File: config.mk
export PLATFORM = sky130hd
export DESIGN_NAME = smr_div
export DESIGN_NICKNAME = d
export VERILOG_FILES = /design/src/rtl/smr_div.sv
export SDC_FILE = /design/constraint.sdc
export NUM_CORES = 1
export LEC_CHECK = 0
export BUFFER_PORTS_ARGS = -buffer_cell sky130_fd_sc_hd__buf_2
export CORE_ASPECT_RATIO = 0.8
export CORE_MARGIN = 2
export CORE_UTILIZATION = 58
export CTS_CLUSTER_SIZE = 16
export DETAILED_ROUTE_END_ITERATION = 12
export GPL_ROUTABILITY_DRIVEN = 0
export PLACE_DENSITY = 0.86
export SYNTH_ARGS = -nofsm -noshare
export SYNTH_HDL_FRONTEND = slang
export SYNTH_SLANG_ARGS = --single-unit
File: constraint.sdc
create_clock -name clk -period 4.99 [get_ports clk]
set_clock_uncertainty 0.1 [all_clocks]
set_input_delay 0.2495 -clock clk [delete_from_list [all_inputs] [get_ports clk]]
set_output_delay 0.2495 -clock clk [all_outputs]
set_load 0.01 [all_outputs]
File: src/rtl/smr_div.sv
// serial restoring divider, one quotient bit per cycle
module smr_div #(
	parameter int NUM_W = 28,
	parameter int DEN_W = 11
) (
	input  logic             clk,
	input  logic             arst_n,
	input  logic             start,
	input  logic [NUM_W-1:0] num,
	input  logic [DEN_W-1:0] den,
	output logic             done,
	output logic [NUM_W-1:0] quot
);

	localparam int CNT_W = $clog2(NUM_W + 1);

	logic [NUM_W-1:0] q_q;
	logic [DEN_W-1:0] r_q;
	logic [DEN_W-1:0] den_q;
	logic [CNT_W-1:0] cnt_q;
	logic             done_q;
	logic [DEN_W:0]   trial;
	logic [DEN_W:0]   diff;
	logic             fits;

	// trial subtraction of the divisor from the shifted remainder
	assign trial = {r_q, q_q[NUM_W-1]};
	assign diff  = trial - {1'b0, den_q};
	assign fits  = (trial >= {1'b0, den_q});

	// control: bit counter and done pulse
	always_ff @(posedge clk or negedge arst_n) begin
		if (!arst_n) begin
			cnt_q  <= '0;
			done_q <= 1'b0;
		end else begin
			done_q <= 1'b0;
			if (start) begin
				cnt_q <= CNT_W'(NUM_W);
			end else if (cnt_q != '0) begin
				cnt_q <= cnt_q - 1'b1;
				if (cnt_q == CNT_W'(1)) begin
					done_q <= 1'b1;
				end
			end
		end
	end

	// datapath: remainder and quotient shift
	always_ff @(posedge clk) begin
		if (start) begin
			q_q   <= num;
			r_q   <= '0;
			den_q <= den;
		end else if (cnt_q != '0) begin
			r_q <= fits ? diff[DEN_W-1:0] : trial[DEN_W-1:0];
			q_q <= {q_q[NUM_W-2:0], fits};
		end
	end

	assign done = done_q;
	assign quot = q_q;

endmodule

==> results of run 1 <==
## cell type report
class                           instances  share of cell area, %
Sequential cell                        56                   43.2
Clock inverter                          2                  0.456
Clock buffer                            6                   2.03
Multi-Input combinational cell        176                   37.4
Timing Repair Buffer                   81                   12.8
Tap cell                               62                   2.17
Inverter                               19                   2.00
## state kept, by name, summed over array words and instances (netlist names)
signal  flops
r_q        11
cnt_q       5
quot       28
done        1
den_q      11
## worst max path at each step
stage                   to  slack (ps)  depth (start not counted)
detailed placement  r_q[4]        2510                          8
CTS                 r_q[4]        2480                          8
finish              r_q[4]        2450                          8
global route        r_q[7]        2280                          8
global placement    r_q[4]        2650                          8
floorplan           r_q[4]        2730                          8
## power by group through the flow
stage / Clock [mW] / Combinational [mW] / Sequential [mW]
5_1_grt: 0.271 / 0.672 / 0.642
3_3_place_gp: 0 / 0.564 / 0.639
2_1_floorplan: 0 / 0.437 / 0.640
4_1_cts: 0.255 / 0.594 / 0.633
6_report: 0.251 / 0.601 / 0.635
3_5_place_dp: 0 / 0.584 / 0.642
## cell families (layout without fill, tap and decap cells)
logic type / Yosys count / in the layout
AND/OR/NAND/NOR: 68 / 68
flip-flops: 56 / 56
XOR/XNOR: 3 / 3
AO/OA/AOI/OAI: 63 / 63
adder cells (fa/ha/maj): 15 / 15
buffers and inverters: 29 / 108
multiplexers: 27 / 27
## Yosys cell counts, types with 4 or more instances
library cell               instances  area (sq um)
sky130_fd_sc_hd__nand2_1           6          22.5
sky130_fd_sc_hd__dfrtp_1           6           150
sky130_fd_sc_hd__ha_1             14           175
sky130_fd_sc_hd__nor2b_1           4          25.0
sky130_fd_sc_hd__inv_1            19          71.3
sky130_fd_sc_hd__a21oi_1          11          55.1
sky130_fd_sc_hd__dfxtp_1          11           220
sky130_fd_sc_hd__nor3b_1           6          45.0
sky130_fd_sc_hd__nor2_1           22          82.6
sky130_fd_sc_hd__o21ai_0          10          50.1
sky130_fd_sc_hd__mux2_2           27           304
sky130_fd_sc_hd__nand3_1           7          35.0
sky130_fd_sc_hd__a311oi_1          9          78.8
sky130_fd_sc_hd__nor3_1           10          50.1
sky130_fd_sc_hd__clkbuf_1          7          26.3
sky130_fd_sc_hd__edfxtp_1         39          1170
## layer usage
layer  up-vias  wire length, um
li1       1149                -
met1      1132             2860
met4         0              107
met2        75             3130
met3        11              426
met5         -                0
## critical path: cells and delay by family (launching register included)
| kind | cells | cell delay [ps] |
|---|---|---|
| AND/OR/NAND/NOR | 1 | 190 |
| buffers and inverters | 1 | 60 |
| flip-flops | 1 | 360 |
| adder cells (fa/ha/maj) | 2 | 660 |
| AO/OA/AOI/OAI | 4 | 1090 |
## repair_timing
| item | 4_1_cts | 5_1_grt |
|---|---|---|
| gates resized for setup | 0 | 0 |
| setup endpoints to repair | 0 | 0 |
| endpoints found under the hold margin | 13 | 1 |
| hold buffers | 8 | 1 |
## per-stage QoR
stage / util, % / instances
global route: 71.3 / 402
CTS: 71.1 / 401
global placement: 67.7 / 385
detailed placement: 67.7 / 385
floorplan: - / 261
finish: 71.3 / 402
==> results.txt, run 1 <==
- Status: complete, no violations
- The Yosys step of the flow raised 0 warnings.
* Total clock buffers created by CTS: 5
* Via count of the first global-routing pass: 2097
- Reg-to-Reg Start: quot[27]
- After detailed routing, the average wire length per cell comes to 16.2 um.
- After the last flow step, the layout net total stands at 396.
- CTS Sinks: 56
- Final setup violation count: 0
- In this run, synthesis inferred 39 flip-flops with an integrated enable.
- Level count of the clock H-tree: 2
* Clock Path Buffers: 2
* Compound-gate portion of the synthesized area: 15.3%
- Area of all sequential standard cells: 1540 sq um
- Worst-case headroom to the max-slew limit: 49.3%
- Summing the areas of all fa, ha and maj instances in the mapped netlist gives 6.51% of the synthesized area.
- Critical Path Start Type: flip-flop
- Routed via count divided by cell count: 5.89
- Reported net switching power: 0.541 mW
* Final Max Tran Viols: 0
* Cell Chain, Critical Path: inv_1 > ha_1 > fa_1 > nand2b_1 > a21oi_1 > o21ai_2 > a211o_2 > a311oi_1
- Met2 Track Usage GR: 36.8%
- Counting instances, the worst hold path has a depth of 1.
- Total internal power: 0.945 mW
* Timing startpoint of the critical path: quot[27]
- In the final timing run, aggregate negative setup slack is 0 ps.
* Layout Cell Area excl Fill: 3570 sq um
- Register bit total from synthesis: 56
- Post-placement setup slack: 2510 ps
- In the global route stage, met1 resource usage came out at 31.7%.
- For the worst flop-to-flop path, the logic depth is 8.
- Once detailed placement completed, the half-perimeter wirelength came to 4660 um.
* RSZ-0062 raised after global routing: false
- From synthesis to final layout, the design area changed by 19.1%.
* Starting density of the core: 59.9%
- For the pin with the worst max-slew slack, the measured transition is 761 ps.
- The first global-routing pass estimated 10200 um of wire.
* Unique cell type count in the Yosys netlist: 52
- Area of the multi-input gates: 1340 sq um
* Routing layer with the top usage in global route: met2
- VDD sags by at most 0.000284 V.
* Overall overflow remaining after global route: 0
- The setup path with the least slack is of type flip-flop to flip-flop.
- Net switching is 36.4% of the power.
* Count of filler cells inserted in the layout: 372
- Port Buf Inserts: 70
- After synthesis, the largest family of logic cells by area is compound AO/OA/AOI/OAI gates.
- In this run the remaining antenna-violating nets after routing total 0.
- Worst Min Path Start: den[6]
- Number of placement rows: 23
* Part of the power in registers: 42.7%
- Combinational logic is responsible for 40.4% of the overall power.
- Data required time at the worst endpoint: 5120 ps
- GRT Util Overall: 22.9%
- CTS placed an instance of sky130_fd_sc_hd__clkbuf_8 at the clock tree root.
- Total standard cell area after synthesis: 3000 sq um
- Measured against the total synthesized area, the mux share comes to 10.1%.
- Share of flip-flops with an asynchronous set or reset: 10.7%
- Measured along the x axis, the die boundary spans 84.4 um.
- The number of nets in the synthesized netlist is 318.
- STA puts the critical path data arrival time at 2670 ps.
* Part of the total power dissipated in the clock network: 16.9%
- Area fraction in and, or, nand and nor cells after synthesis: 11.7%
* Final routed wirelength across all metal layers: 6530 um
- In this run the cell area measured after placement is 3390 sq um.
* Period utilisation layout: 51.0%
- Detailed-router iteration count before antenna repair: 4
* Dominant synthesized flop cell: sky130_fd_sc_hd__edfxtp_1
* # Post-CTS Setup Buffers: 0
* Clock tree from TritonCTS: done
- Synth Area per Inst: 11.5 sq um
- Die area: 5760 sq um
- Cell count after synthesis: 261
- On the critical path, the stage with the largest delay is an instance of sky130_fd_sc_hd__fa_1.
* I/O Pins: 71
- The worst path needs 2540 ps of the cycle, external delays included.
- The library cell used most frequently in the layout, excluding fill and tap cells, is sky130_fd_sc_hd__buf_2.
* P_leak: 1.55 nW
- The worst hold path terminates at den_q[6].
* Endpoint of the lowest-slack register-to-register path: r_q[4]
- Setup slack on the critical path of the routed design comes to 2450 ps.
* Hold Crit Class: input port to flip-flop
- Floorplan core area: 5010 sq um
* FMAX: 0.393 GHz
* Maximum Capacitance Violations: 0
- Pin count of the biggest net entering global routing: 39
- 0 antenna diodes ended up in the layout.
* Final Hold Slack: 8.90 ps
- Overall power of the completed layout: 1.49 mW
- Parity-gate share of the synthesized area counting xor and xnor cells: 0.876%
* Delay of the slowest critical-path stage: 420 ps
- Clock-pin slew was measured on the worst setup and hold paths at 100 ps.
- The number of hold violations in the final report is 0.
- After detailed routing, the number of remaining DRC violations is 0.
- Initial antenna violation count: 0
* Leading cell types in the layout, fill and taps excluded: sky130_fd_sc_hd__buf_2, sky130_fd_sc_hd__edfxtp_1, sky130_fd_sc_hd__mux2_2
- Worst-path maximum fanout: 12
* Detailed router's first-iteration violation count: 195
* Die outline height: 68.3 um
- Sequential cells were found to cover 51.4% of the synthesized design area.
* P per Cell Area: 416 nW/um^2
- Proportion of layout cells with a drive suffix above 1: 32.6%
- Clock latency at the later pin of the worst-skew pair: 310 ps
- Total via count after detailed routing: 2367
* GR met3 Demand/Resource: 4.58%
- STA classifies the critical path endpoint as a flip-flop.
- The worst register-to-register path has a setup slack of 2450 ps.
Power figures use the tool's default switching activity.
==> run 2, diff against run 1 <==
--- a/config.mk
+++ b/config.mk
@@ -8,11 +8,11 @@
 export BUFFER_PORTS_ARGS = -buffer_cell sky130_fd_sc_hd__buf_2
 export CORE_ASPECT_RATIO = 0.8
 export CORE_MARGIN = 2
-export CORE_UTILIZATION = 58
+export CORE_UTILIZATION = 54
 export CTS_CLUSTER_SIZE = 16
 export DETAILED_ROUTE_END_ITERATION = 12
 export GPL_ROUTABILITY_DRIVEN = 0
-export PLACE_DENSITY = 0.86
+export PLACE_DENSITY = 0.81
 export SYNTH_ARGS = -nofsm -noshare
 export SYNTH_HDL_FRONTEND = slang
 export SYNTH_SLANG_ARGS = --single-unit
==> constraint.sdc (replaced) <==
create_clock -name clk -period 2.4 [get_ports clk]
set_clock_uncertainty 0.1 [all_clocks]
set_input_delay 0.12 -clock clk [delete_from_list [all_inputs] [get_ports clk]]
set_output_delay 0.12 -clock clk [all_outputs]
set_load 0.01 [all_outputs]
==> results.txt, run 2 (synthesized netlist as in run 1, its figures left out) <==
* Status: complete, no violations
- Of all nets on the critical path, the largest fanout is 7.
- Worst ir drop on vdd: 0.000576 V
- Final Hold Slack: 5.70 ps
- Type of the setup path with the least slack: flip-flop to flip-flop
- Detailed placement ended at an HPWL of 4610 um.
- Total via count after detailed routing: 2390
- Together, buffers and inverters on the worst path number 1.
* FMAX: 0.429 GHz
- Port Buf Inserts: 70
* Clock latency at the later pin of the worst-skew pair: 310 ps
- The H-tree was split into 2 levels.
- TritonCTS built the clock tree.
* CTS Sinks: 56
- Delay of the slowest critical-path stage: 400 ps
- In this run the power density over the cells is 855 nW/um^2.
- Transition time at the pin with the least slew margin: 588 ps
- Detailed router's first-iteration violation count: 196
* Pin count of the biggest net entering global routing: 37
- Setup violations remaining at the end of the flow were counted as 0.
* Overall overflow remaining after global route: 0
- The tightest min-delay check is of the input port to flip-flop type.
- The library cell used most frequently in the layout, excluding fill and tap cells, is sky130_fd_sc_hd__buf_2.
* Number of nets in the layout: 404
- Overall power of the completed layout: 3.16 mW
* Area growth from synthesis to layout: 23.3%
- The floorplan has 24 rows.
* Global-route wire length before repair: 10300 um
- Among all stages on the critical path, the largest delay is contributed by sky130_fd_sc_hd__fa_1.
- Final Max Tran Viols: 0
* Detailed-router iteration count before antenna repair: 4
* Worst-case headroom to the max-slew limit: 60.7%
- STA classifies the critical path startpoint as a flip-flop.
- Starting density of the core: 55.5%
- The initial antenna violation count is 0.
- Period utilisation layout: 97.1%
* I/O Pins: 71
- Wires add up to 6510 um.
* Top Family by Delay on Critical Path: compound AO/OA/AOI/OAI gates
* Max FFs per register: 28
- Cell Chain, Critical Path: inv_1 > ha_1 > fa_1 > nand2b_4 > a21oi_4 > o21ai_4 > a211o_2 > a311oi_2
- Endpoint type of the worst setup path: flip-flop
- The number of antenna diodes in the final layout is 0.
- Final critical-path required period: 2330 ps
* Number of remaining DRC errors: 0
* Routed via count divided by cell count: 5.79
- Setup tns final: 0 ps
- Via count of the first global-routing pass: 2200
* Total clock buffers created by CTS: 5
- Global routing consumed, over all layers together, 21.0% of the routing resources.
* Clock Pin Slew Worst Setup and Hold Paths: 100 ps
- In this run the remaining antenna-violating nets after routing total 0.
- Leaving out fill and tap cells, the most frequent cells in the layout are sky130_fd_sc_hd__buf_2, sky130_fd_sc_hd__edfxtp_1, sky130_fd_sc_hd__mux2_2.
* Proportion of layout cells with a drive suffix above 1: 33.9%
- In this run the deepest clock path goes through 2 buffers.
* Worst endpoint data arrival time: 2450 ps
* Data required time at the worst endpoint: 2520 ps
- The number of hold violations in the final report came to 0.
- From left edge to right edge, the die measures 87.3 um.
* Clk root buf: sky130_fd_sc_hd__clkbuf_8
* Maximum Capacitance Violations: 0
- Die area: 6170 sq um
- P_leak: 1.60 nW
- The total area inside the core boundary comes to 5410 sq um.
- Die outline height: 70.6 um
* Mean routed wirelength per cell: 15.8 um
==> run 2: power breakdown <==
part / internal (mW) / switching (mW) / total, mW / leakage, nW
logic: 0.579 / 0.745 / 1.32 / 0.996
clock network: 0.208 / 0.309 / 0.518 / 0.0414
registers: 1.21 / 0.113 / 1.32 / 0.563
total: 1.99 / 1.17 / 3.16 / 1.60
==> run 2: layout make-up <==
| class | instances | area, sq um |
|---|---|---|
| repair buffers | 89 | 538 |
| multi-input cells | 176 | 1380 |
| fillers | 393 | 1710 |
| flip-flops and latches | 56 | 1540 |
| inverters | 19 | 71.3 |
| clock buffers | 6 | 72.6 |
| clock inverters | 2 | 16.3 |
| well taps | 65 | 81.3 |
==> run 2: worst reg2reg max path, stage by stage, from the launching register on <==
cell                       delay (ps)
sky130_fd_sc_hd__edfxtp_1         350
sky130_fd_sc_hd__inv_1             60
sky130_fd_sc_hd__ha_1             220
sky130_fd_sc_hd__fa_1             400
sky130_fd_sc_hd__nand2b_4         180
sky130_fd_sc_hd__a21oi_4          230
sky130_fd_sc_hd__o21ai_4          110
sky130_fd_sc_hd__a211o_2          310
sky130_fd_sc_hd__a311oi_2         270
==> run 2: routing by layer <==
metal | vias to the layer above | track usage (%) | share of wire [%]
met3 | 9 | 3.85 | 6.5
li1 | 1162 | - | -
met5 | - | 0 | 0
met1 | 1125 | 31.2 | 44
met4 | 0 | 6.50 | 1.5
met2 | 94 | 31.5 | 49
==> run 2: path summary, 6_finish.rpt <==
check,endpoint,cells after the start,slack [ps],startpoint
min in group asynchronous,done,2,50,arst_n
worst max register to register,r_q[4],8,70,quot[27]
max in group asynchronous,cnt_q[4],2,2020,arst_n
worst min-delay path,quot[10],2,6,num[10]
worst max-delay path,r_q[4],8,70,quot[27]
worst min register to register,cnt_q[3],1,420,cnt_q[3]
==> run 2: per-stage QoR <==
stage / util (%) / cell area (sq um) / cells / setup WS [ps]
2_1_floorplan: - / 3000 / 261 / 144
3_3_place_gp: 63.6 / 3440 / 392 / 105
3_5_place_dp: 63.6 / 3440 / 392 / -52.2
4_1_cts: 67.5 / 3650 / 412 / 51.4
5_1_grt: 68.4 / 3700 / 413 / -58.1
6_report: 68.4 / 3700 / 413 / 68.6
==> run 2: repair_timing <==
action                                  CTS  global route
endpoints found under the hold margin    17             1
pin swaps                                 0             1
resized for setup                         1             7
endpoints found under the setup margin    5             6
gates cloned                              0             0
hold buffers                             12             1
setup buffers                             0             0
==> run 3, diff against run 2 <==
==> constraint.sdc (replaced) <==
create_clock -name clk -period 2.4 [get_ports clk]
set_clock_uncertainty 0.1 [all_clocks]
set_input_delay 0.36 -clock clk [delete_from_list [all_inputs] [get_ports clk]]
set_output_delay 0.36 -clock clk [all_outputs]
set_load 0.01 [all_outputs]
==> results.txt, run 3 (synthesized netlist as in run 1, its figures left out) <==
- Die area: 6170 sq um
- The tool flagged a number of max-cap violations equal to 0.
* Total inserted antenna cells: 0
- Die outline height: 70.6 um
* Floorplan core area: 5410 sq um
* Number of nets in the layout: 391
- From synthesis to final layout, the design area changed by 20.8%.
- After filler insertion, the fill cell instance count of the layout stands at 404.
* Type of the setup path with the least slack: flip-flop to flip-flop
- After detailed routing, the number of remaining DRC violations is 0.
- The clock drives 56 sinks.
- Final-report hold violation count: 0
* Top Family by Delay on Critical Path: compound AO/OA/AOI/OAI gates
* GRT Util Overall: 20.9%
* Worst-case register-to-register setup slack: 150 ps
* Level count of the clock H-tree: 2
- Critical Path Start Type: flip-flop
- The worst hold path belongs to the class input port to flip-flop.
- Global-route wire length before repair: 10200 um
- Post-placement setup slack: -55.5 ps
* I/O Pins: 71
- The most critical setup path has its endpoint at r_q[4].
* Pin count of the biggest net entering global routing: 45
- The via count of the first global-routing pass is 2178.
- Total clock buffers created by CTS: 5
- Final setup violation count: 0
- In the final routed layout, each cell accounts on average for 15.8 um.
- Detailed-router iteration count before antenna repair: 4
- Non-filler instance count after layout: 400
- For the pin with the worst max-slew slack, the measured transition is 608 ps.
- In the post-route analysis, the smallest setup slack over all paths is 151 ps.
* Levels on crit path: 9
- Post-layout util: 67.0%
* P per Cell Area: 929 nW/um^2
* Count of buffering cells on the critical path with inverters included: 2
* Routed via count divided by cell count: 5.76
- Data required time at the worst endpoint: 2520 ps
- The detail route stage leaves a number of antenna-violating nets equal to 0.
* Port Buf Inserts: 70
- Final routed wirelength across all metal layers: 6310 um
- Cell Chain, Critical Path: inv_1 > ha_1 > fa_2 > nand2b_4 > a21oi_4 > buf_4 > nor2_1 > a211o_2 > a311oi_2
- Clock latency at the later pin of the worst-skew pair: 300 ps
- Reg-to-Reg Start: quot[27]
* Worst ir drop on vdd: 0.000534 V
- Max FFs per register: 28
- Clock Pin Slew Worst Setup and Hold Paths: 100 ps
* Overall overflow remaining after global route: 0
- The routed layout has 2305 vias.
* Proportion of layout cells with a drive suffix above 1: 35.5%
- For this run, the slowest stage of the critical path takes 360 ps.
- Including well taps, the total number of placed cells is 390.
- Worst-path maximum fanout: 3
* Setup tns final: 0 ps
- Tracing the worst setup path back leads to its startpoint at quot[27].
- Final critical-path required period: 2250 ps
* Clock tree from TritonCTS: done
* Status: complete, no violations
- Summed over all nets, the half-perimeter wirelength after detailed placement is 4590 um.
- Headroom to the max-slew limit came out at 59.4%.
- Leaving out fill and tap cells, the most frequent cell in the layout is sky130_fd_sc_hd__buf_2.
- Final Max Tran Viols: 0
- Clk root buf: sky130_fd_sc_hd__clkbuf_8
- P_leak: 1.57 nW
* Leading cell types in the layout, fill and taps excluded: sky130_fd_sc_hd__buf_2, sky130_fd_sc_hd__edfxtp_1, sky130_fd_sc_hd__mux2_2
- The initial antenna violation count is 0.
* Worst Min Path Start: den[4]
* Endpoint of the lowest-slack register-to-register path: r_q[4]
* CP max-delay cell: sky130_fd_sc_hd__fa_2
- Of the available clock period, the critical path in the final layout requires 93.7%.
- Detailed router's first-iteration violation count: 141
- For the worst setup path, the data arrival time is 2370 ps.
* Starting density of the core: 55.5%
- The floorplan has 24 rows.
- Setup repair after global routing left no endpoint under its margin.
- STA classifies the critical path endpoint as a flip-flop.
- Overall power of the completed layout: 3.36 mW
* Die width: 87.3 um
- The worst register-to-register path has a depth of 9.
* Clock Path Buffers: 2
- Derived from the worst setup path, the maximum achievable clock frequency is 0.445 GHz.
-- run 3: how the worst min path moves through the flow --
stage	endpoint	slack [ps]	cells after the start
after floorplan	cnt_q[0]	-40	0
after global placement	done	90	1
final	den_q[4]	120	1
after global routing	den_q[9]	110	1
after detailed placement	done	90	1
after CTS	den_q[9]	120	1
-- run 3: per-layer routing --
| metal | part of all wire [%] | routed length [um] | track usage [%] | vias up |
|---|---|---|---|---|
| met1 | 46 | 2910 | 30.6 | 1087 |
| met5 | 0 | 0 | 0 | - |
| met3 | 5.3 | 333 | 3.73 | 8 |
| met2 | 47 | 2990 | 32.0 | 73 |
| met4 | 1.3 | 80 | 5.98 | 0 |
| li1 | - | - | - | 1137 |
-- run 3: area by class of cell --
class / instances / area [sq um] / share of cell area, %
sequential: 56 / 1540 / 42.6
multi-input combinational: 176 / 1380 / 38.2
timing repair buffer: 76 / 410 / 11.3
tap: 65 / 81.3 / 2.25
clock buffer: 6 / 72.6 / 2.00
inverter: 19 / 71.3 / 1.97
clock inverter: 2 / 60.1 / 1.66
-- run 3: through the flow --
stage	hold slack [ps]	cell area, sq um
final	122	3620
after detailed placement	87.9	3420
after global routing	114	3620
after CTS	120	3570
after floorplan	-35.6	3000
after global placement	88.1	3420
-- run 3: worst register-to-register path, cell delays in order, from the launching register on --
cell and delay [ps]:
sky130_fd_sc_hd__edfxtp_1 350, sky130_fd_sc_hd__inv_1 60, sky130_fd_sc_hd__ha_1 220, sky130_fd_sc_hd__fa_2 360, sky130_fd_sc_hd__nand2b_4 170, sky130_fd_sc_hd__a21oi_4 210
sky130_fd_sc_hd__buf_4 140, sky130_fd_sc_hd__nor2_1 30, sky130_fd_sc_hd__a211o_2 280, sky130_fd_sc_hd__a311oi_2 250
-- run 3: where the power goes --
group	total (mW)	internal (mW)	leakage (nW)	switching, mW
registers	1.32	1.21	0.563	0.110
clock network	0.720	0.417	0.0654	0.303
logic	1.33	0.579	0.946	0.749
-- run 3: timing repair --
| action | in CTS | in global routing |
|---|---|---|
| setup endpoints to repair | 2 | 7 |
| pin swaps | 0 | 1 |
| endpoints found under the hold margin | 6 | 0 |
| hold buffers | 1 | 0 |
| setup buffers | 0 | 1 |
| gates cloned | 0 | 0 |
| resized for setup | 1 | 8 |
